File: config.mk
export PLATFORM = sky130hd
export DESIGN_NAME = rot3d_cordic_cell
export DESIGN_NICKNAME = d
export VERILOG_FILES = /design/src/rtl/rot3d_pkg.sv /design/src/rtl/rot3d_cordic_cell.sv
export SDC_FILE = /design/constraint.sdc
export NUM_CORES = 1
export LEC_CHECK = 0
export ABC_AREA = 1
export BUFFER_PORTS_ARGS = -buffer_cell sky130_fd_sc_hd__buf_4
export CAP_MARGIN = 15
export CORE_MARGIN = 4
export CORE_UTILIZATION = 50
export CTS_CLUSTER_SIZE = 12
export DETAILED_ROUTE_END_ITERATION = 7
export PLACE_DENSITY = 0.74
export SLEW_MARGIN = 5
export SYNTH_ARGS = -nofsm -noshare
export SYNTH_HDL_FRONTEND = slang
export SYNTH_SLANG_ARGS = --single-unit
File: constraint.sdc
create_clock -name clk_i -period 7.1 [get_ports clk_i]
set_input_delay 0.71 -clock clk_i [delete_from_list [all_inputs] [get_ports clk_i]]
set_output_delay 0.71 -clock clk_i [all_outputs]
set_load 0.02 [all_outputs]
File: src/rtl/rot3d_pkg.sv
package rot3d_pkg;

  localparam int COORD_WIDTH_DEF   = 32;
  localparam int CORDIC_STAGES_DEF = 16;

  localparam int ANGLE_W    = 32;
  localparam int ANG_RED_W  = 25;
  localparam int T_W        = 23;
  localparam int RED_STEPS  = 8;
  localparam int CORDIC_W   = 32;

  localparam logic [31:0] DEG90_Q16     = 32'd5898240;
  localparam logic [31:0] DEG180_Q16    = 32'd11796480;
  localparam logic [31:0] DEG270_Q16    = 32'd17694720;
  localparam logic [31:0] DEG360_Q16    = 32'd23592960;
  // 2^31 mod 360 degrees, undoes the offset that makes the angle unsigned
  localparam logic [31:0] ANG_WRAP_OFFS = 32'd524288;
  localparam logic [26:0] DEG2RAD_Q32   = 27'd74961321;
  localparam logic signed [CORDIC_W-1:0] CORDIC_GAIN_Q30 = 32'sd652032874;

  typedef enum logic [1:0] {
    AXIS_NONE = 2'd0,
    AXIS_X    = 2'd1,
    AXIS_Y    = 2'd2,
    AXIS_Z    = 2'd3
  } rot3d_axis_e;

  typedef struct packed {
    rot3d_axis_e axis;
    logic        neg_s;
    logic        neg_c;
  } rot3d_ctl_t;

  function automatic logic signed [CORDIC_W-1:0] atan_q30(input int unsigned idx);
    case (idx)
      0:  atan_q30 = 32'sd843314857;
      1:  atan_q30 = 32'sd497837829;
      2:  atan_q30 = 32'sd263043837;
      3:  atan_q30 = 32'sd133525159;
      4:  atan_q30 = 32'sd67021687;
      5:  atan_q30 = 32'sd33543516;
      6:  atan_q30 = 32'sd16775851;
      7:  atan_q30 = 32'sd8388437;
      8:  atan_q30 = 32'sd4194283;
      9:  atan_q30 = 32'sd2097149;
      10: atan_q30 = 32'sd1048576;
      11: atan_q30 = 32'sd524288;
      12: atan_q30 = 32'sd262144;
      13: atan_q30 = 32'sd131072;
      14: atan_q30 = 32'sd65536;
      15: atan_q30 = 32'sd32768;
      16: atan_q30 = 32'sd16384;
      17: atan_q30 = 32'sd8192;
      18: atan_q30 = 32'sd4096;
      19: atan_q30 = 32'sd2048;
      20: atan_q30 = 32'sd1024;
      21: atan_q30 = 32'sd512;
      22: atan_q30 = 32'sd256;
      23: atan_q30 = 32'sd128;
      24: atan_q30 = 32'sd64;
      25: atan_q30 = 32'sd32;
      26: atan_q30 = 32'sd16;
      27: atan_q30 = 32'sd8;
      28: atan_q30 = 32'sd4;
      29: atan_q30 = 32'sd2;
      30: atan_q30 = 32'sd1;
      default: atan_q30 = 32'sd0;
    endcase
  endfunction

endpackage

File: src/rtl/rot3d_cordic_cell.sv
module rot3d_cordic_cell #(
  parameter int SIDE_W = 1,
  parameter int STAGE  = 0
) (
  input  logic                                      clk_i,
  input  logic                                      rst_ni,
  input  logic                                      in_valid_i,
  output logic                                      in_ready_o,
  input  logic signed [rot3d_pkg::CORDIC_W-1:0]     in_x_i,
  input  logic signed [rot3d_pkg::CORDIC_W-1:0]     in_y_i,
  input  logic signed [rot3d_pkg::CORDIC_W-1:0]     in_z_i,
  input  rot3d_pkg::rot3d_ctl_t                     in_ctl_i,
  input  logic [SIDE_W-1:0]                         in_side_i,
  output logic                                      out_valid_o,
  input  logic                                      out_ready_i,
  output logic signed [rot3d_pkg::CORDIC_W-1:0]     out_x_o,
  output logic signed [rot3d_pkg::CORDIC_W-1:0]     out_y_o,
  output logic signed [rot3d_pkg::CORDIC_W-1:0]     out_z_o,
  output rot3d_pkg::rot3d_ctl_t                     out_ctl_o,
  output logic [SIDE_W-1:0]                         out_side_o
);
  import rot3d_pkg::*;

  localparam logic signed [CORDIC_W-1:0] ATAN = atan_q30(STAGE);

  logic                       valid_q;
  logic signed [CORDIC_W-1:0] dx, dy;
  logic signed [CORDIC_W-1:0] x_d, y_d, z_d;
  logic signed [CORDIC_W-1:0] x_q, y_q, z_q;
  rot3d_ctl_t                 ctl_q;
  logic [SIDE_W-1:0]          side_q;

  assign in_ready_o = !valid_q || out_ready_i;

  always_comb begin
    dx = in_y_i >>> STAGE;
    dy = in_x_i >>> STAGE;
    if (!in_z_i[CORDIC_W-1]) begin
      x_d = in_x_i - dx;
      y_d = in_y_i + dy;
      z_d = in_z_i - ATAN;
    end else begin
      x_d = in_x_i + dx;
      y_d = in_y_i - dy;
      z_d = in_z_i + ATAN;
    end
  end

  always_ff @(posedge clk_i or negedge rst_ni) begin
    if (!rst_ni) begin
      valid_q <= 1'b0;
    end else if (in_ready_o) begin
      valid_q <= in_valid_i;
    end
  end

  always_ff @(posedge clk_i) begin
    if (in_valid_i && in_ready_o) begin
      x_q    <= x_d;
      y_q    <= y_d;
      z_q    <= z_d;
      ctl_q  <= in_ctl_i;
      side_q <= in_side_i;
    end
  end

  assign out_valid_o = valid_q;
  assign out_x_o     = x_q;
  assign out_y_o     = y_q;
  assign out_z_o     = z_q;
  assign out_ctl_o   = ctl_q;
  assign out_side_o  = side_q;

endmodule

# [After elaboration in Yosys (flattened, before gate mapping)]
# Index checks and enable logic that the tools add are counted.
[word_totals] mem_bits_ro=0 n_memories=0 ff_bits=102 elab_cells=19 latch_bits=0 output_inout_bits=103 ramBits=0
[classes] n_lt_le_gt_ge=0 div=0 addsub=5 mux=3 n_eq_ne=0 reduce_logical=3 n_mul=0 shift=0 bitwise_logic=0
[op_table] op="$mux W32" n=3
[op_table] op="$sub A32 B32 Y32" n=2
[op_table] op="$add A32 B31 Y32 const B" n=1
[op_table] op="$add A32 B32 Y32" n=1
[op_table] op="$sub A32 B31 Y32 const B" n=1
[op_table] op="$logic_and A1 B1 Y1" n=1
[op_table] op="$logic_not A1 Y1" n=1
[op_table] op="$logic_or A1 B1 Y1" n=1

# [Logic depth before layout (Yosys ltp)]
[logic_depth] ltp_word=3 depth_mapped=17 mapped_depth_nobuf=16

# [Worst setup path before layout]
# No wires, ideal clock.
[synth_path] kind="input to register" from="input port in_valid_i" to="register ctl_q, in the netlist out_ctl_o[0] (enable)" path_buffers=0 cell_stages=2 path_slack_ns=0.930 t_arrival_ns=5.578 required_ns=6.508 path_cell_list="inv_1 > a21oi_1"
[synth_via] elab_chain_cells=1
[synth_lines] item="start, declared" line="rot3d_cordic_cell.sv:7" text="input logic in_valid_i,"
[synth_lines] item="$logic_and A1 B1 Y1" line="rot3d_cordic_cell.sv:58" text="if (in_valid_i && in_ready_o) begin"
[synth_lines] item="end signal, assigned" line="rot3d_cordic_cell.sv:62" text="ctl_q <= in_ctl_i;"
[synth_lines] item="end, declared" line="rot3d_cordic_cell.sv:30" text="rot3d_ctl_t ctl_q;"
# No other way between the ends.
# A chain may end at the register's enable or synchronous reset.

# [Worst setup path after layout]
[layout_path] from="input port in_z_i[31] (netlist bit)" to="register z_q[22], in the netlist out_z_o[22] (data pin)"
[layout_via] elab_chain_cells=1
[layout_lines] item="start, declared" line="rot3d_cordic_cell.sv:11" text="input logic signed [rot3d_pkg::CORDIC_W-1:0] in_z_i,"
[layout_lines] item="$mux W32" line="rot3d_cordic_cell.sv:38" text="if (!in_z_i[CORDIC_W-1]) begin"
[layout_lines] item="named net z_d[22]" line="rot3d_cordic_cell.sv:28" text="logic signed [CORDIC_W-1:0] x_d, y_d, z_d;"
[layout_lines] item="end signal, assigned" line="rot3d_cordic_cell.sv:61" text="z_q <= z_d;"
[layout_lines] item="end, declared" line="rot3d_cordic_cell.sv:29" text="logic signed [CORDIC_W-1:0] x_q, y_q, z_q;"
# The timed path passes the listed nets, and every way through them passes these cells.

==> results.py <==
metrics = {
    "power": {
        "ir_drop_v": 0.0001125,
        "p_per_area_nw_per_um2": 164.4,
        "p_leak_nw": 8.026,
    },
    "global_route": {
        "grt_pass1_wl_microns": 67140,
        "grt_use_met3_pct": 3.666,
        "grtUsageMet2_pct": 49.57,
        "grt_max_degree": 81,
        "antenna_found_initial": 0,
        "grt_usage_pct": 29.96,
        "grt_overflow": 0,
        "busiest_layer": "met2",
        "use_met1_pct": 40.76,
        "grt_pass1_vias": 12800,
    },
    "timing": {
        "hold_viol": 0,
        "layout_min_cycle_time_ps": 3608,
        "setup_viol": 0,
        "tightest_slew_ps": 1038,
        "setup-tns-final_ps": 0,
        "whs_ps": 100.5,
        "clock.fmax_mhz": 277.2,
        "setup_ws_ps": 3492,
        "maxSlewViolCount": 0,
        "fin_crit_sh_pct": 50.82,
        "rsz0062_at_grt": "false",
        "relSlewSlack_pct": 30.80,
        "fin_worst_skew_ps": 13.08,
    },
    "critical_path": {
        "crit_fanout": 80,
        "endpoint_kind": "flop",
        "crit_arrival_ps": 3740,
        "cp.required_ps": 7230,
        "start_kind": "input port",
        "critPathKind": "in -> reg",
    },
    "drt": {
        "ant_nets": 0,
        "wirelength_microns": 42510,
        "drt_first_iter_violations": 1173,
        "post_drt_wl_per_cell_microns": 16.87,
        "viasPerCell": 5.339,
        "drc": 0,
        "drtPass1Iterations": 6,
        "num_vias": 13450,
    },
    "die": {
        "die_area_sq_um": 27610,
        "die_h_microns": 166.2,
        "initial_core_util_pct": 51.13,
        "core.rowCount": 57,
        "ios": 208,
        "die_x_microns": 166.2,
        "coreArea_sq_um": 24460,
    },
    "clock_network": {
        "clk_pin_slew_ps": 90,
        "clk_latency_ps": 360,
        "cts_tree": "yes",
        "clockRootBuffer": "clkbuf_16",
        "numCtsBuffers": 9,
        "htreeDepth": 3,
        "cts_hold_buf": 0,
        "cts_max_path_buffers": 2,
        "cts_sinks": 101,
        "ctsResizeCount": 0,
        "cts_setup_buffers": 0,
    },
    "yosys": {
        "synth-seq-cells": 101,
        "ys_seq_area_share_pct": 24.21,
        "synth_area_sq_um": 12510,
        "synth_cell_types": 45,
        "synth-async-reset-ratio_pct": 0.9901,
        "syn-mean-instance-area_sq_um": 6.219,
        "synth-main-ff-cell": "edfxtp_1",
        "ys_warn_count": 0,
        "synthesis.nets": 2251,
        "synthCells": 2011,
        "synth_edf_count": 100,
    },
    "placed_design": {
        "dp_hpwl_microns": 35360,
        "dp_slack_ps": 3179,
        "place.gp.congestion": 0.9589,
        "port_buffers": 207,
    },
    "cells_and_area": {
        "multiInputGateArea_sq_um": 7819,
        "area_growth_pct": 16.45,
        "nNetsFinal": 2431,
        "final_core_util_pct": 59.54,
        "fillCellCount": 2427,
        "drive_above_1_share_pct": 11.79,
        "antenna_cells": 0,
        "regArea_sq_um": 3028,
    },
    "hold_path": {
        "hold_path.class": "in -> async",
    },
    "run": {
        "drv_cap": 0,
    },
    "run_status": {
        "status": "completed",
    },
}
flip-flops by register name (all words and copies together) (netlist names):
name         count
out_z_o         32
out_side_o       1
out_ctl_o        4
out_x_o         31
out_y_o         32
out_valid_o      1
where the power goes:
group          switching, mW  internal (mW)  leakage (nW)
registers             0.0233          0.744         0.967
clock network          0.277          0.288         0.160
logic                  0.706          0.356          6.90
cells by family after synthesis:
logic type | after synthesis | share of synthesized area (%)
and+or+nand+nor | 1099 | 36.46
buffers and inverters | 416 | 13.37
AOI/OAI and AO/OA | 220 | 9.474
adders and majority gates | 135 | 13.69
DFF | 101 | 24.21
xor gates and xnor gates | 40 | 2.801
cells in the mapped netlist, drive strengths merged, types with 2 or more instances:
cell type | n | area (sq um)
nand3b | 2 | 18.77
and2 | 2 | 13.77
nand3 | 184 | 925.9
inv | 375 | 1408
and3 | 2 | 12.51
o21ai | 64 | 320.3
edfxtp | 100 | 3003
o22ai | 9 | 56.30
a21o | 2 | 15.01
a31oi | 3 | 18.77
clkbuf | 8 | 41.28
nand2 | 713 | 2706
xor2 | 33 | 289.0
nor3 | 21 | 115.1
ha | 132 | 1652
nor4 | 2 | 18.77
xnor2 | 7 | 61.31
buf | 33 | 222.7
nand4 | 27 | 168.9
fa | 3 | 60.06
o21a | 7 | 52.55
nor2 | 145 | 574.3
o21bai | 13 | 97.59
a21oi | 120 | 608.1
final cells by class:
type | instances | area share, %
clock inverter | 7 | 0.7045
multi-input combinational | 1494 | 53.69
tap | 324 | 2.784
timing repair buffer | 210 | 10.82
inverter | 375 | 9.665
sequential | 101 | 20.79
clock buffer | 9 | 1.546
placed cells by master, fill, tap and decap left out, drive strengths merged, types with 21 or more instances in the layout:
cell and n:
edfxtp 100, buf 210, a21oi 120, nand3 184, nand2 713, nor3 21, nor2 145, xor2 33
ha 132, inv 378, o21ai 64, nand4 27
worst max-delay path: stages:
cell and delay (ps):
buf_4 760, inv_2 170, buf_4 420, ha_1 500
nand2_1 130, nor3_1 200, nor2_1 110, o21ai_1 360
nand3_1 160, nand3_1 100, nand2_1 50
per-stage QoR:
stage	instances	power, mW	area, sq um
2_1_floorplan	2011	1.468	12510
3_3_place_gp	2504	1.815	14240
3_5_place_dp	2504	1.825	14240
4_1_cts	2520	2.388	14560
5_1_grt	2520	2.547	14560
6_report	2520	2.394	14560
path summary, 6_finish.rpt:
check | start | end | slack (ps) | cells past startpoint
max | in_z_i[31] | out_z_o[22]$_DFFE_PP_ | 3490 | 11
min | rst_ni | out_valid_o$_DFFE_PN0N_ | 100 | 1
max reg2reg | out_valid_o$_DFFE_PN0N_ | out_z_o[4]$_DFFE_PP_ | 4880 | 3
min reg2reg | out_valid_o$_DFFE_PN0N_ | out_valid_o$_DFFE_PN0N_ | 600 | 2
max in group asynchronous | rst_ni | out_valid_o$_DFFE_PN0N_ | 6920 | 1
min in group clk_i | in_ctl_i[1] | out_ctl_o[1]$_DFFE_PP_ | 520 | 1
per-layer routing:
layer	vias to the layer above	wire length, microns
met5	-	0
met4	0	1551
met3	84	3115
met2	557	18990
met1	6108	18850
li1	6705	-
Power figures use the tool's default switching activity.
