===== config.mk =====
export PLATFORM = sky130hd
export DESIGN_NAME = rot3d_mod_cell
export DESIGN_NICKNAME = d
export VERILOG_FILES = /design/src/rtl/rot3d_pkg.sv /design/src/rtl/rot3d_mod_cell.sv
export SDC_FILE = /design/constraint.sdc
export NUM_CORES = 1
export LEC_CHECK = 0
export BUFFER_PORTS_ARGS = -buffer_cell sky130_fd_sc_hd__buf_4
export CORE_MARGIN = 5
export CORE_UTILIZATION = 47
export CTS_CLUSTER_DIAMETER = 120
export CTS_CLUSTER_SIZE = 28
export DETAILED_ROUTE_END_ITERATION = 7
export GPL_ROUTABILITY_DRIVEN = 0
export GPL_TIMING_DRIVEN = 0
export PLACE_DENSITY = 0.84
export SLEW_MARGIN = 10
export SYNTH_ARGS = -nofsm -noshare
export SYNTH_HDL_FRONTEND = slang
export SYNTH_SLANG_ARGS = --single-unit

===== constraint.sdc =====
create_clock -name clk_i -period 4 [get_ports clk_i]
set_clock_uncertainty 0.2 [all_clocks]
set_input_delay 0.6 -clock clk_i [delete_from_list [all_inputs] [get_ports clk_i]]
set_output_delay 0.6 -clock clk_i [all_outputs]
set_load 0.05 [all_outputs]

===== src/rtl/rot3d_pkg.sv =====
package rot3d_pkg;

  localparam int COORD_WIDTH_DEF   = 32;
  localparam int CORDIC_STAGES_DEF = 16;

  localparam int ANGLE_W    = 32;
  localparam int ANG_RED_W  = 25;
  localparam int T_W        = 23;
  localparam int RED_STEPS  = 8;
  localparam int CORDIC_W   = 32;

  localparam logic [31:0] DEG90_Q16     = 32'd5898240;
  localparam logic [31:0] DEG180_Q16    = 32'd11796480;
  localparam logic [31:0] DEG270_Q16    = 32'd17694720;
  localparam logic [31:0] DEG360_Q16    = 32'd23592960;
  // 2^31 mod 360 degrees, undoes the offset that makes the angle unsigned
  localparam logic [31:0] ANG_WRAP_OFFS = 32'd524288;
  localparam logic [26:0] DEG2RAD_Q32   = 27'd74961321;
  localparam logic signed [CORDIC_W-1:0] CORDIC_GAIN_Q30 = 32'sd652032874;

  typedef enum logic [1:0] {
    AXIS_NONE = 2'd0,
    AXIS_X    = 2'd1,
    AXIS_Y    = 2'd2,
    AXIS_Z    = 2'd3
  } rot3d_axis_e;

  typedef struct packed {
    rot3d_axis_e axis;
    logic        neg_s;
    logic        neg_c;
  } rot3d_ctl_t;

  function automatic logic signed [CORDIC_W-1:0] atan_q30(input int unsigned idx);
    case (idx)
      0:  atan_q30 = 32'sd843314857;
      1:  atan_q30 = 32'sd497837829;
      2:  atan_q30 = 32'sd263043837;
      3:  atan_q30 = 32'sd133525159;
      4:  atan_q30 = 32'sd67021687;
      5:  atan_q30 = 32'sd33543516;
      6:  atan_q30 = 32'sd16775851;
      7:  atan_q30 = 32'sd8388437;
      8:  atan_q30 = 32'sd4194283;
      9:  atan_q30 = 32'sd2097149;
      10: atan_q30 = 32'sd1048576;
      11: atan_q30 = 32'sd524288;
      12: atan_q30 = 32'sd262144;
      13: atan_q30 = 32'sd131072;
      14: atan_q30 = 32'sd65536;
      15: atan_q30 = 32'sd32768;
      16: atan_q30 = 32'sd16384;
      17: atan_q30 = 32'sd8192;
      18: atan_q30 = 32'sd4096;
      19: atan_q30 = 32'sd2048;
      20: atan_q30 = 32'sd1024;
      21: atan_q30 = 32'sd512;
      22: atan_q30 = 32'sd256;
      23: atan_q30 = 32'sd128;
      24: atan_q30 = 32'sd64;
      25: atan_q30 = 32'sd32;
      26: atan_q30 = 32'sd16;
      27: atan_q30 = 32'sd8;
      28: atan_q30 = 32'sd4;
      29: atan_q30 = 32'sd2;
      30: atan_q30 = 32'sd1;
      default: atan_q30 = 32'sd0;
    endcase
  endfunction

endpackage


===== src/rtl/rot3d_mod_cell.sv =====
module rot3d_mod_cell #(
  parameter int SIDE_W = 1,
  parameter int SHIFT  = 0
) (
  input  logic                    clk_i,
  input  logic                    rst_ni,
  input  logic                    in_valid_i,
  output logic                    in_ready_o,
  input  logic [31:0]             in_rem_i,
  input  rot3d_pkg::rot3d_ctl_t   in_ctl_i,
  input  logic [SIDE_W-1:0]       in_side_i,
  output logic                    out_valid_o,
  input  logic                    out_ready_i,
  output logic [31:0]             out_rem_o,
  output rot3d_pkg::rot3d_ctl_t   out_ctl_o,
  output logic [SIDE_W-1:0]       out_side_o
);
  import rot3d_pkg::*;

  localparam logic [32:0] STEP = {1'b0, DEG360_Q16} << SHIFT;

  logic              valid_q;
  logic [31:0]       rem_d, rem_q;
  rot3d_ctl_t        ctl_q;
  logic [SIDE_W-1:0] side_q;

  assign in_ready_o = !valid_q || out_ready_i;

  always_comb begin
    if ({1'b0, in_rem_i} >= STEP) begin
      rem_d = in_rem_i - STEP[31:0];
    end else begin
      rem_d = in_rem_i;
    end
  end

  always_ff @(posedge clk_i or negedge rst_ni) begin
    if (!rst_ni) begin
      valid_q <= 1'b0;
    end else if (in_ready_o) begin
      valid_q <= in_valid_i;
    end
  end

  always_ff @(posedge clk_i) begin
    if (in_valid_i && in_ready_o) begin
      rem_q  <= rem_d;
      ctl_q  <= in_ctl_i;
      side_q <= in_side_i;
    end
  end

  assign out_valid_o = valid_q;
  assign out_rem_o   = rem_q;
  assign out_ctl_o   = ctl_q;
  assign out_side_o  = side_q;

endmodule


## After elaboration in Yosys (flattened, before gate mapping)

Index checks and enable logic that the tools add are counted.

- Add/subtract/negate cells: 1
- Magnitude comparators: 1
- Muxes and demuxes: 1
- Reduce and logical (&&, ||, !) cells: 3

Operators with widths:

| kind | count |
|---|---|
| 32-bit by 25-bit >= comparator with 1-bit output (second input constant) | 1 |
| 32-bit 2-to-1 mux | 1 |
| 32-bit by 25-bit subtractor with 32-bit output (second input constant) | 1 |
| 1-bit logical AND | 1 |
| 1-bit zero test | 1 |
| 1-bit logical OR | 1 |

- Register bits after elaboration: 38
- Input port bits: 41
- Output and inout bits: 39

## Longest topological paths before layout

Gate-level depths: netlist of the first run.

- Depth after elaboration: 3
- Gate-level depth with buffers: 6
- Gate-level depth less buffers: 6

## Worst setup path before layout of the first run

OpenSTA, ideal clock, no wires.

- Kind: in2reg
- Start: in out_ready_i
- End: reg ctl_q (netlist bit out_ctl_o[0]), enable pin
- Library setup time: 0.398 ns
- Arrival: 2.048 ns
- Setup slack: 1.354 ns
- Stages on the path: 2
- Buffers on the path: 0
- Path through: nand2b_1 -> and2_1

- Word-level cells in the longest chain between the ends: 2

RTL lines:

| item | RTL line | text |
|---|---|---|
| from (decl) | rot3d_mod_cell.sv:13 | `input logic out_ready_i,` |
| 1-bit logical OR | rot3d_mod_cell.sv:27 | `assign in_ready_o = !valid_q \|\| out_ready_i;` |
| 1-bit logical AND | rot3d_mod_cell.sv:46 | `if (in_valid_i && in_ready_o) begin` |
| to (signal assigned) | rot3d_mod_cell.sv:48 | `ctl_q <= in_ctl_i;` |
| to (decl) | rot3d_mod_cell.sv:24 | `rot3d_ctl_t ctl_q;` |

No other way between the ends.
A chain may end at the register's enable or synchronous reset.

## Worst setup path in the final report of the first run

- Start: in in_rem_i[19]
- End: reg rem_q[27], in the netlist out_rem_o[27] (data pin)

- Word-level cells in the longest chain between the ends: 2
- Elaborated cells between the ends (all ways): 3
- Those cells by class: add/sub: 1; order compare: 1; mux: 1

RTL lines:

| item | RTL line | text |
|---|---|---|
| from (decl) | rot3d_mod_cell.sv:9 | `input logic [31:0] in_rem_i,` |
| 32-bit by 25-bit subtractor with 32-bit output / 32-bit by 25-bit >= comparator with 1-bit output (equally long branches) | rot3d_mod_cell.sv:31, rot3d_mod_cell.sv:30 |  |
| 32-bit 2-to-1 mux (*) | rot3d_mod_cell.sv:30 | `if ({1'b0, in_rem_i} >= STEP) begin` |
| named net rem_d[27] | rot3d_mod_cell.sv:23 | `logic [31:0] rem_d, rem_q;` |
| to (signal assigned) | rot3d_mod_cell.sv:47 | `rem_q <= rem_d;` |
| to (decl) | rot3d_mod_cell.sv:23 |  |

Mark *: on every way through the listed nets, which the timed path passes. The rest lies on a longest branch.

==> qor.csv, run 1 <==
metric,value,unit
Via Count,1093,
antenna violations before repair,0,
Post-DRT Antenna Nets,0,
Post-synth EDFFs,37,
switching share of total power,0.284,
clock power share,0.230,
final setup violation count,0,
peak supply drop,0.184,mV
Setup Crit Path Kind,in -> reg,
"Cell Count, Final, Fillers Out",223,
# nets final,220,
area share of the largest cell type after synthesis,0.750,
final core utilization,0.727,
syn nets,133,
Logic pwr share,0.223,
Synth async-reset ratio,0.0263,
synth top area cells,"edfxtp_1, xnor2_1, xor2_1, dfrtp_1, nor2_1",
WL/cell,15.2,um
die area,4370,um2
die width,66.1,um
Die Ht,66.1,um
Final Hold Vio Count,0,
min-delay worst type,in -> reg,
most common cell in the netlist,edfxtp_1,
cell taking the most area after synthesis,edfxtp_1,
crit-path leading delay family,compound AO/OA/AOI/OAI gates,
CP bufs+invs,2,
total net switching power,0.000245,W
Starting Density,0.489,
Setup crit end kind,flop,
Leak,0.944,nW
Yosys reg bits,38,
FF-to-FF path depth,2,
vias in the first global route,1133,
DRC,0,
worst hold stages,1,
CTS tree,built,
WHS,231,ps
CTS sink count,38,
gr usage total,0.168,
DP HPWL,2610,um
fin crit share,0.512,
Worst R2R Start,out_valid_o,
Worst slew margin,0.465,
root buffer cell,clkbuf_4,
core area,3030,um2
HP Start,in_side_i,
H-tree depth,2,
Initial DRC Count,71,
CTS hold repair buffers,1,
vias per inst,4.90,
final slew viol count,0,
max_cap viols,0,
largest net degree at the start of global routing,38,
"slowest stage delay, CP",360,ps
Crit path depth,7,
clk_lat worst skew,330,ps
Reg power frac,0.547,
Cells after DPL,214,
Top Ports,80,
"CTS clk-pin slew, worst paths",100,ps
Fmax,0.488,GHz
Least-Margin Pin Slew,802,ps
total negative slack,0,ps
first drt pass iteration count,4,
Ys Warns,0,
Final Total Pwr,0.000864,W
Num CTS Buffers,5,
"Data arrival, critical path",1950,ps
Area Overhead vs Synth,48.6,%
register area share after synthesis,0.767,
outcome,completed,
first-pass GRT wire length,5290,um
Int Power,0.000618,W
average size of a mapped cell,16.3,um2
CP max FO,6,
Pwr Density,392,nW/um2
Critical Path RT,3900,ps
RSZ-0062 raised after global routing,no,
Post-Synthesis Cells,91,
share of cells above drive strength 1,0.520,
Port Buffers,79,
Site Rows,20,
crit path time final,2050,ps
GRT Residual Overflow,0,
Synth top cells by count,"edfxtp_1, nor2_1, inv_1",
count of different cell masters after synthesis,31,
CP cell instances,buf_4 -> inv_1 -> ha_1 -> and3b_1 -> o21ai_1 -> a21boi_0 -> a31o_2,
Ant. Diodes,0,
Hold EP,out_side_o,
Crit-path slowest cell,o21ai_1,
Post-Syn Area,1480,um2
maximum clock path buffer count,2,
routed wire length,3390,um
R2R Path End,out_rem_o[25],
postcts setup bufs,0,
worst reg-to-reg setup slack,2220,ps
ys flop type,edfxtp_1,
Resized cells post-CTS,0,
CP Launch Type,input pin,
logic make-up (layout without fill, tap and decap cells):
logic type               after synthesis  after routing  synth area share
adder cells (fa/ha/maj)                1              1           0.00844
flip-flops                            38             38             0.767
AO/OA/AOI/OAI                         14             14            0.0667
multiplexers                           2              2            0.0144
XOR/XNOR                               6              6            0.0355
AND/OR/NAND/NOR                       24             24            0.0921
buffers and inverters                  6             94            0.0160
stage by stage:
stage	area (um2)	worst slack (ps)
finish	2200	1950
global route	2200	1890
CTS	2200	1980
detailed placement	2130	1620
global placement	2130	1440
floorplan	1480	1350
routing by layer:
layer | vias to the layer above | GRT usage | part of all wire
met1 | 502 | 0.159 | 0.33
met2 | 68 | 0.301 | 0.53
met4 | 0 | 0.0761 | 0.017
li1 | 518 | - | -
met5 | - | 0 | 0
met3 | 5 | 0.0816 | 0.13
power by group through the flow:
stage | sequential [W] | combinational, W | clock, W
after global routing | 0.000474 | 0.000202 | 0.000232
after global placement | 0.000482 | 0.000188 | 0
final | 0.000472 | 0.000193 | 0.000199
after floorplan | 0.000562 | 0.0000332 | 0
after detailed placement | 0.000482 | 0.000192 | 0
after CTS | 0.000473 | 0.000194 | 0.000208
state kept, by name, summed over array words and instances, names as in the netlist:
| register | cells |
|---|---|
| out_side_o | 1 |
| out_valid_o | 1 |
| out_rem_o | 32 |
| out_ctl_o | 4 |
how the worst max path moves through the flow:
stage	from	end	slack, ps
finish	in_rem_i[19]	out_rem_o[27]	1950
global route	in_rem_i[19]	out_rem_o[27]	1890
CTS	in_rem_i[19]	out_rem_o[31]	1980
floorplan	out_ready_i	out_ctl_o[0]	1350
global placement	out_ready_i	out_rem_o[10]	1440
detailed placement	in_rem_i[19]	out_rem_o[31]	1620
layout make-up:
class                      instances  area, um2
multi-input combinational         47        323
inverter                           5       18.8
clock inverter                     1       5.00
buffer                             1       5.00
tap                               44       55.1
clock buffer                       7       55.1
fill                             200        827
sequential                        38       1140
timing repair buffer              80        603
cells in the final DEF (no fill, tap or decap), drive strengths merged, types with 2 or more instances in the layout:
master / instances
buf: 80
edfxtp: 37
clkbuf: 7
nor2: 6
inv: 5
nand3: 4
nor3: 4
nand2: 3
xnor2: 3
a21oi: 3
xor2: 3
o21ai: 3
nand2b: 2
(Power assumes the default switching activity.)
==> run 2, diff against run 1 <==
--- a/config.mk
+++ b/config.mk
@@ -5,15 +5,16 @@
 export SDC_FILE = /design/constraint.sdc
 export NUM_CORES = 1
 export LEC_CHECK = 0
+export ABC_AREA = 1
 export BUFFER_PORTS_ARGS = -buffer_cell sky130_fd_sc_hd__buf_4
 export CORE_MARGIN = 5
-export CORE_UTILIZATION = 47
+export CORE_UTILIZATION = 41
 export CTS_CLUSTER_DIAMETER = 120
 export CTS_CLUSTER_SIZE = 28
 export DETAILED_ROUTE_END_ITERATION = 7
 export GPL_ROUTABILITY_DRIVEN = 0
 export GPL_TIMING_DRIVEN = 0
-export PLACE_DENSITY = 0.84
+export PLACE_DENSITY = 0.76
 export SLEW_MARGIN = 10
 export SYNTH_ARGS = -nofsm -noshare
 export SYNTH_HDL_FRONTEND = slang
==> constraint.sdc (replaced) <==
create_clock -name clk_i -period 1.68 [get_ports clk_i]
set_clock_uncertainty 0.2 [all_clocks]
set_input_delay 0.252 -clock clk_i [delete_from_list [all_inputs] [get_ports clk_i]]
set_output_delay 0.252 -clock clk_i [all_outputs]
set_load 0.05 [all_outputs]
==> run 2 against run 1 <==
- die area is 21% higher
- combinational power grew to 2.8 times the previous value
- critical endpoint is now out_rem_o[20]
- highest routed layer unchanged
- largest power group unchanged
- clock-buffer cell count decreased by 1
- utilization down 2.5 points
- clock power grew to 2.9 times the previous value
- worst setup slack worse by 1800 ps
- via count is 29% higher
- sequential share of layout area is 8.4 points lower
==> qor.csv, run 2 <==
metric,value,unit,change
outcome,completed,,
dpl cell area,2280,um2,+7.0%
clk_lat worst skew,270,ps,-60 ps
Port Buffers,79,,unchanged
fin area,2630,um2,+19%
first-pass GRT wire length,6550,um,+24%
Ant. Diodes,0,,unchanged
CP Launch Type,flop,,
largest net degree at the start of global routing,20,,-47%
Critical Path RT,1390,ps,-2510 ps
count of different cell masters after synthesis,20,,-35%
synth top area cells,"edfxtp_1, nand2_1, inv_1, nand3_1, nor2_1",,
Post-synth EDFFs,37,,unchanged
Synth top cells by count,"nand2_1, edfxtp_1, inv_1",,
"CTS clk-pin slew, worst paths",70,ps,-30 ps
syn nets,185,,+39%
Fillers,282,,+41%
worst hold stages,3,,+2
Post-Synthesis Cells,143,,+57%
multi-input logic area,409,um2,+27%
Initial DRC Count,59,,-17%
HP Start,in_valid_i,,
die width,72.8,um,+10%
most common cell in the netlist,nand2_1,,
CTS tree,built,,
Num CTS Buffers,5,,unchanged
H-tree depth,2,,unchanged
crit path time final,1560,ps,
routed wire length,4140,um,+22%
share of cells above drive strength 1,0.391,,-0.129
gr usage total,0.164,,-0.00472
Top Ports,80,,unchanged
Reg area,1140,um2,+0.11%
Setup Crit Path Kind,reg -> reg,,
DP HPWL,2810,um,+7.5%
Largest register FFs,32,,unchanged
postcts setup bufs,0,,unchanged
DRC,0,,unchanged
first drt pass iteration count,4,,unchanged
CP max FO,19,,+13
WL/cell,13.6,um,-10%
maximum clock path buffer count,2,,unchanged
CTS sink count,38,,unchanged
most frequent cells in the layout,"buf_4, nand2_1, edfxtp_1",,
GRT Residual Overflow,0,,unchanged
Post-Syn Area,1620,um2,+9.0%
Leak,1.21,nW,+29%
register area share after synthesis,0.703,,-0.0636
min-delay worst type,in -> reg,,
Die Ht,72.8,um,+10%
Yosys reg bits,38,,unchanged
vias per inst,4.64,,-5.3%
"Cell Count, Final, Fillers Out",304,,+36%
Synth async-reset ratio,0.0263,,unchanged
Cells after DPL,270,,+26%
Pwr Density,852,nW/um2,+120%
"Data arrival, critical path",1270,ps,-680 ps
Via Count,1411,,+29%
max_cap viols,0,,unchanged
vias in the first global route,1396,,+23%
cell taking the most area after synthesis,edfxtp_1,,
Hold EP,out_valid_o,,
"slowest stage delay, CP",530,ps,+170 ps
die area,5290,um2,+21%
Final Hold Vio Count,0,,unchanged
root buffer cell,clkbuf_8,,
core area,3740,um2,+24%
antenna violations before repair,0,,unchanged
# nets final,297,,+35%
R2R Path End,out_rem_o[20],,
area share of the largest cell type after synthesis,0.688,,-0.0622
Crit-path slowest cell,a21oi_4,,
crit-path leading delay family,compound AO/OA/AOI/OAI gates,,
total negative slack,0,ps,unchanged
Site Rows,22,,+10%
final slew viol count,0,,unchanged
Setup crit end kind,flop,,
ys flop type,edfxtp_1,,
Starting Density,0.431,,-0.0578
Worst slew margin,0.597,,+0.131
Ys Warns,0,,unchanged
Least-Margin Pin Slew,604,ps,-198 ps
"commonest non-fill, non-tap cell in the layout",buf_4,,
Area Overhead vs Synth,62.7,%,
fin crit share,0.927,,
CP cell instances,a21oi_4,,
worst reg-to-reg setup slack,120,ps,-2100 ps
peak supply drop,0.357,mV,+94%
average size of a mapped cell,11.3,um2,-31%
Worst R2R Start,out_valid_o,,
FF-to-FF path depth,1,,-1
Post-DRT Antenna Nets,0,,unchanged
CP bufs+invs,0,,-2
RSZ-0062 raised after global routing,no,,
Fmax,0.642,GHz,
final setup violation count,0,,unchanged
## run 2: cells by family (layout without fill, tap and decap cells)
logic type / count (synthesis) / in the layout / synth area share
AO/OA/AOI/OAI: 8 / 9 / 0.0271
XOR/XNOR: 4 / 4 / 0.0217
adder cells (fa/ha/maj): 1 / 1 / 0.00774
buffers and inverters: 24 / 136 / 0.0604
flip-flops: 38 / 38 / 0.703
AND/OR/NAND/NOR: 68 / 68 / 0.180
## run 2: timing repair
action,4_1_cts,5_1_grt
endpoints found under the hold margin,25,0
hold buffers,25,0
resized for setup,1,0
endpoints found under the setup margin,37,0
## run 2: worst max path at each step
stage               cells past startpoint        start       endpoint
detailed placement                      1  out_valid_o  out_rem_o[20]
CTS                                     1  out_valid_o  out_rem_o[17]
global route                            1  out_valid_o   out_rem_o[9]
floorplan                               1  out_valid_o   out_ctl_o[0]
finish                                  1  out_valid_o  out_rem_o[20]
global placement                        1  out_valid_o   out_rem_o[2]
## run 2: area by class of cell
class | instances | share of cell area
Timing Repair Buffer | 104 | 0.321
Multi-Input combinational cell | 82 | 0.156
Buffer | 1 | 0.00428
Clock buffer | 6 | 0.0276
Sequential cell | 38 | 0.433
Tap cell | 48 | 0.0228
Clock inverter | 2 | 0.00333
Inverter | 23 | 0.0328
## run 2: where the power goes
part	internal, W	switching [W]
registers	0.00111	0.0000184
clock network	0.000285	0.000288
logic	0.000202	0.000335
## run 2: per-layer routing
layer  routed length, um  track usage  part of all wire  up-vias
met5                   0            0                 0        -
met1                1630        0.182              0.39      647
li1                    -            -                 -      696
met4                  55       0.0635             0.013        0
met2                2070        0.296              0.50       62
met3                 391       0.0427             0.094        6
## run 2: through the flow
stage	util	worst slack (ps)	power (W)	hold slack, ps
3_5_place_dp	0.609	-225	0.00163	-173
6_report	0.702	123	0.00224	58.7
2_1_floorplan	-	-145	0.00144	-244
4_1_cts	0.702	103	0.00226	50.8
5_1_grt	0.702	61.7	0.00235	60.3
3_3_place_gp	0.609	-217	0.00162	-173
==> run 3, diff against run 2 <==
--- a/config.mk
+++ b/config.mk
@@ -15,6 +15,7 @@
 export GPL_ROUTABILITY_DRIVEN = 0
 export GPL_TIMING_DRIVEN = 0
 export PLACE_DENSITY = 0.76
+export RECOVER_POWER = 25
 export SLEW_MARGIN = 10
 export SYNTH_ARGS = -nofsm -noshare
 export SYNTH_HDL_FRONTEND = slang
==> run 3 against run 2 <==
- utilization shrank 0.10 points
- clock power is essentially flat
- first-iteration DRC count shrank 1.7%
- clock-buffer cell count is the same
- non-clock buffer count is the same
- sequential power is essentially flat
- maximum frequency grew 0.33%
- critical path type unchanged
==> qor.csv, run 3 (same netlist as run 2, synthesis figures left out) <==
metric,value,unit,change
max_cap viols,0,,unchanged
Num CTS Buffers,5,,unchanged
CP bufs+invs,0,,unchanged
GRT Residual Overflow,0,,unchanged
crit-path leading delay family,compound AO/OA/AOI/OAI gates,,
die width,72.8,um,unchanged
WL/cell,13.5,um,-0.89%
Pwr Density,851,nW/um2,about the same
RSZ-0062 raised after global routing,no,,
Via Count,1401,,-0.71%
met1 Use GR,0.182,,unchanged
Post-DRT Antenna Nets,0,,unchanged
share of cells above drive strength 1,0.383,,-0.00781
Top Ports,80,,unchanged
clk_lat worst skew,270,ps,about the same
Port Buffers,79,,unchanged
Die Ht,72.8,um,unchanged
maximum clock path buffer count,2,,unchanged
"Data arrival, critical path",1270,ps,about the same
CP max FO,19,,unchanged
root buffer cell,clkbuf_8,,
final core utilization,0.701,,-0.00100
DP HPWL,2810,um,unchanged
Area Overhead vs Synth,62.5,%,
gr usage total,0.164,,unchanged
"Cell Count, Final, Fillers Out",304,,unchanged
Fmax,0.645,GHz,+0.33%
met3 usage,0.0427,,unchanged
Ant. Diodes,0,,unchanged
antenna violations before repair,0,,unchanged
most frequent cells in the layout,"buf_4, nand2_1, edfxtp_1",,
Critical Path RT,1390,ps,about the same
peak supply drop,0.357,mV,about the same
die area,5290,um2,unchanged
Setup Crit Path Kind,reg -> reg,,
largest net degree at the start of global routing,20,,unchanged
"CTS clk-pin slew, worst paths",70,ps,about the same
Crit-path slowest cell,a21oi_4,,
Final Total Pwr,0.00224,W,-0.23%
Reg area,1140,um2,unchanged
Least-Margin Pin Slew,599,ps,-4.70 ps
CTS tree,built,,
Fillers,284,,+0.71%
Starting Density,0.431,,unchanged
crit path time final,1550,ps,-5.07 ps
outcome,completed,,
Cells after DPL,270,,unchanged
first-pass GRT wire length,6550,um,unchanged
postcts setup bufs,0,,unchanged
routed wire length,4100,um,-0.89%
multi-input logic area,409,um2,unchanged
Initial DRC Count,58,,-1.7%
# nets final,297,,unchanged
CP Launch Type,flop,,
busiest grt layer,met2,,
"slowest stage delay, CP",530,ps,about the same
fin crit share,0.924,,-0.00302
H-tree depth,2,,unchanged
Largest register FFs,32,,unchanged
Leak,1.21,nW,-0.54%
vias per inst,4.61,,-0.71%
CP cell instances,a21oi_4,,
min-delay worst type,in -> reg,,
vias in the first global route,1396,,unchanged
Final Hold Vio Count,0,,unchanged
Site Rows,22,,unchanged
final setup violation count,0,,unchanged
"commonest non-fill, non-tap cell in the layout",buf_4,,
first drt pass iteration count,4,,unchanged
Worst slew margin,0.600,,+0.00314
DRC,0,,unchanged
final slew viol count,0,,unchanged
GR Util met2,0.296,,unchanged
core area,3740,um2,unchanged
Setup crit end kind,flop,,
CTS sink count,38,,unchanged
==> run 3: changes by cell type in the layout (fill, tap and decap cells not counted), sizes merged <==
cell,before,now
clkbuf,6,32
buf,80,54
==> run 3: where the power goes <==
group	switching, W	internal (W)	leakage (nW)	total [W]
Combinational	0.000334	0.000198	0.802	0.000532
Clock	0.000288	0.000285	0.0426	0.000573
Sequential	0.0000183	0.00111	0.363	0.00113
Total	0.000640	0.00159	1.21	0.00224
==> run 3: final cells by class <==
cell class / instances / share of cell area
plain buffers: 1 / 0.00429
clock buffers: 6 / 0.0276
clock inverters: 2 / 0.00334
inverters: 23 / 0.0329
multi-input cells: 82 / 0.156
flip-flops and latches: 38 / 0.433
well taps: 48 / 0.0229
repair buffers: 104 / 0.320
==> run 3: layer usage <==
| metal | up-vias | routed length [um] |
|---|---|---|
| li1 | 696 | - |
| met3 | 6 | 395 |
| met1 | 635 | 1610 |
| met2 | 64 | 2050 |
| met5 | - | 0 |
| met4 | 0 | 55 |
==> run 3: repair_timing <==
item / 4_1_cts / 5_1_grt
endpoints found under the setup margin: 37 / 0
hold buffers: 25 / 0
gates resized for setup: 1 / 0
hold endpoints to repair: 25 / 0
==> run 3: through the flow <==
stage	hold WS, ps	area [um2]	worst slack [ps]	TNS, ps
after floorplan	-244	1630	-145	-5370
after global placement	-173	2280	-217	-7990
after detailed placement	-173	2280	-225	-8310
after CTS	50.8	2630	103	0
after global routing	60.3	2630	61.7	0
final	58.5	2630	128	0
==> run 3: path summary, 6_finish.rpt <==
check / end / cells past startpoint / start / slack (ps)
min in group asynchronous: out_valid_o / 2 / rst_ni / 110
max: out_rem_o[20] / 1 / out_valid_o / 130
max reg2reg: out_rem_o[20] / 1 / out_valid_o / 130
min: out_valid_o / 3 / in_valid_i / 60
max in group asynchronous: out_valid_o / 2 / rst_ni / 1070
min reg2reg: out_valid_o / 2 / out_valid_o / 410
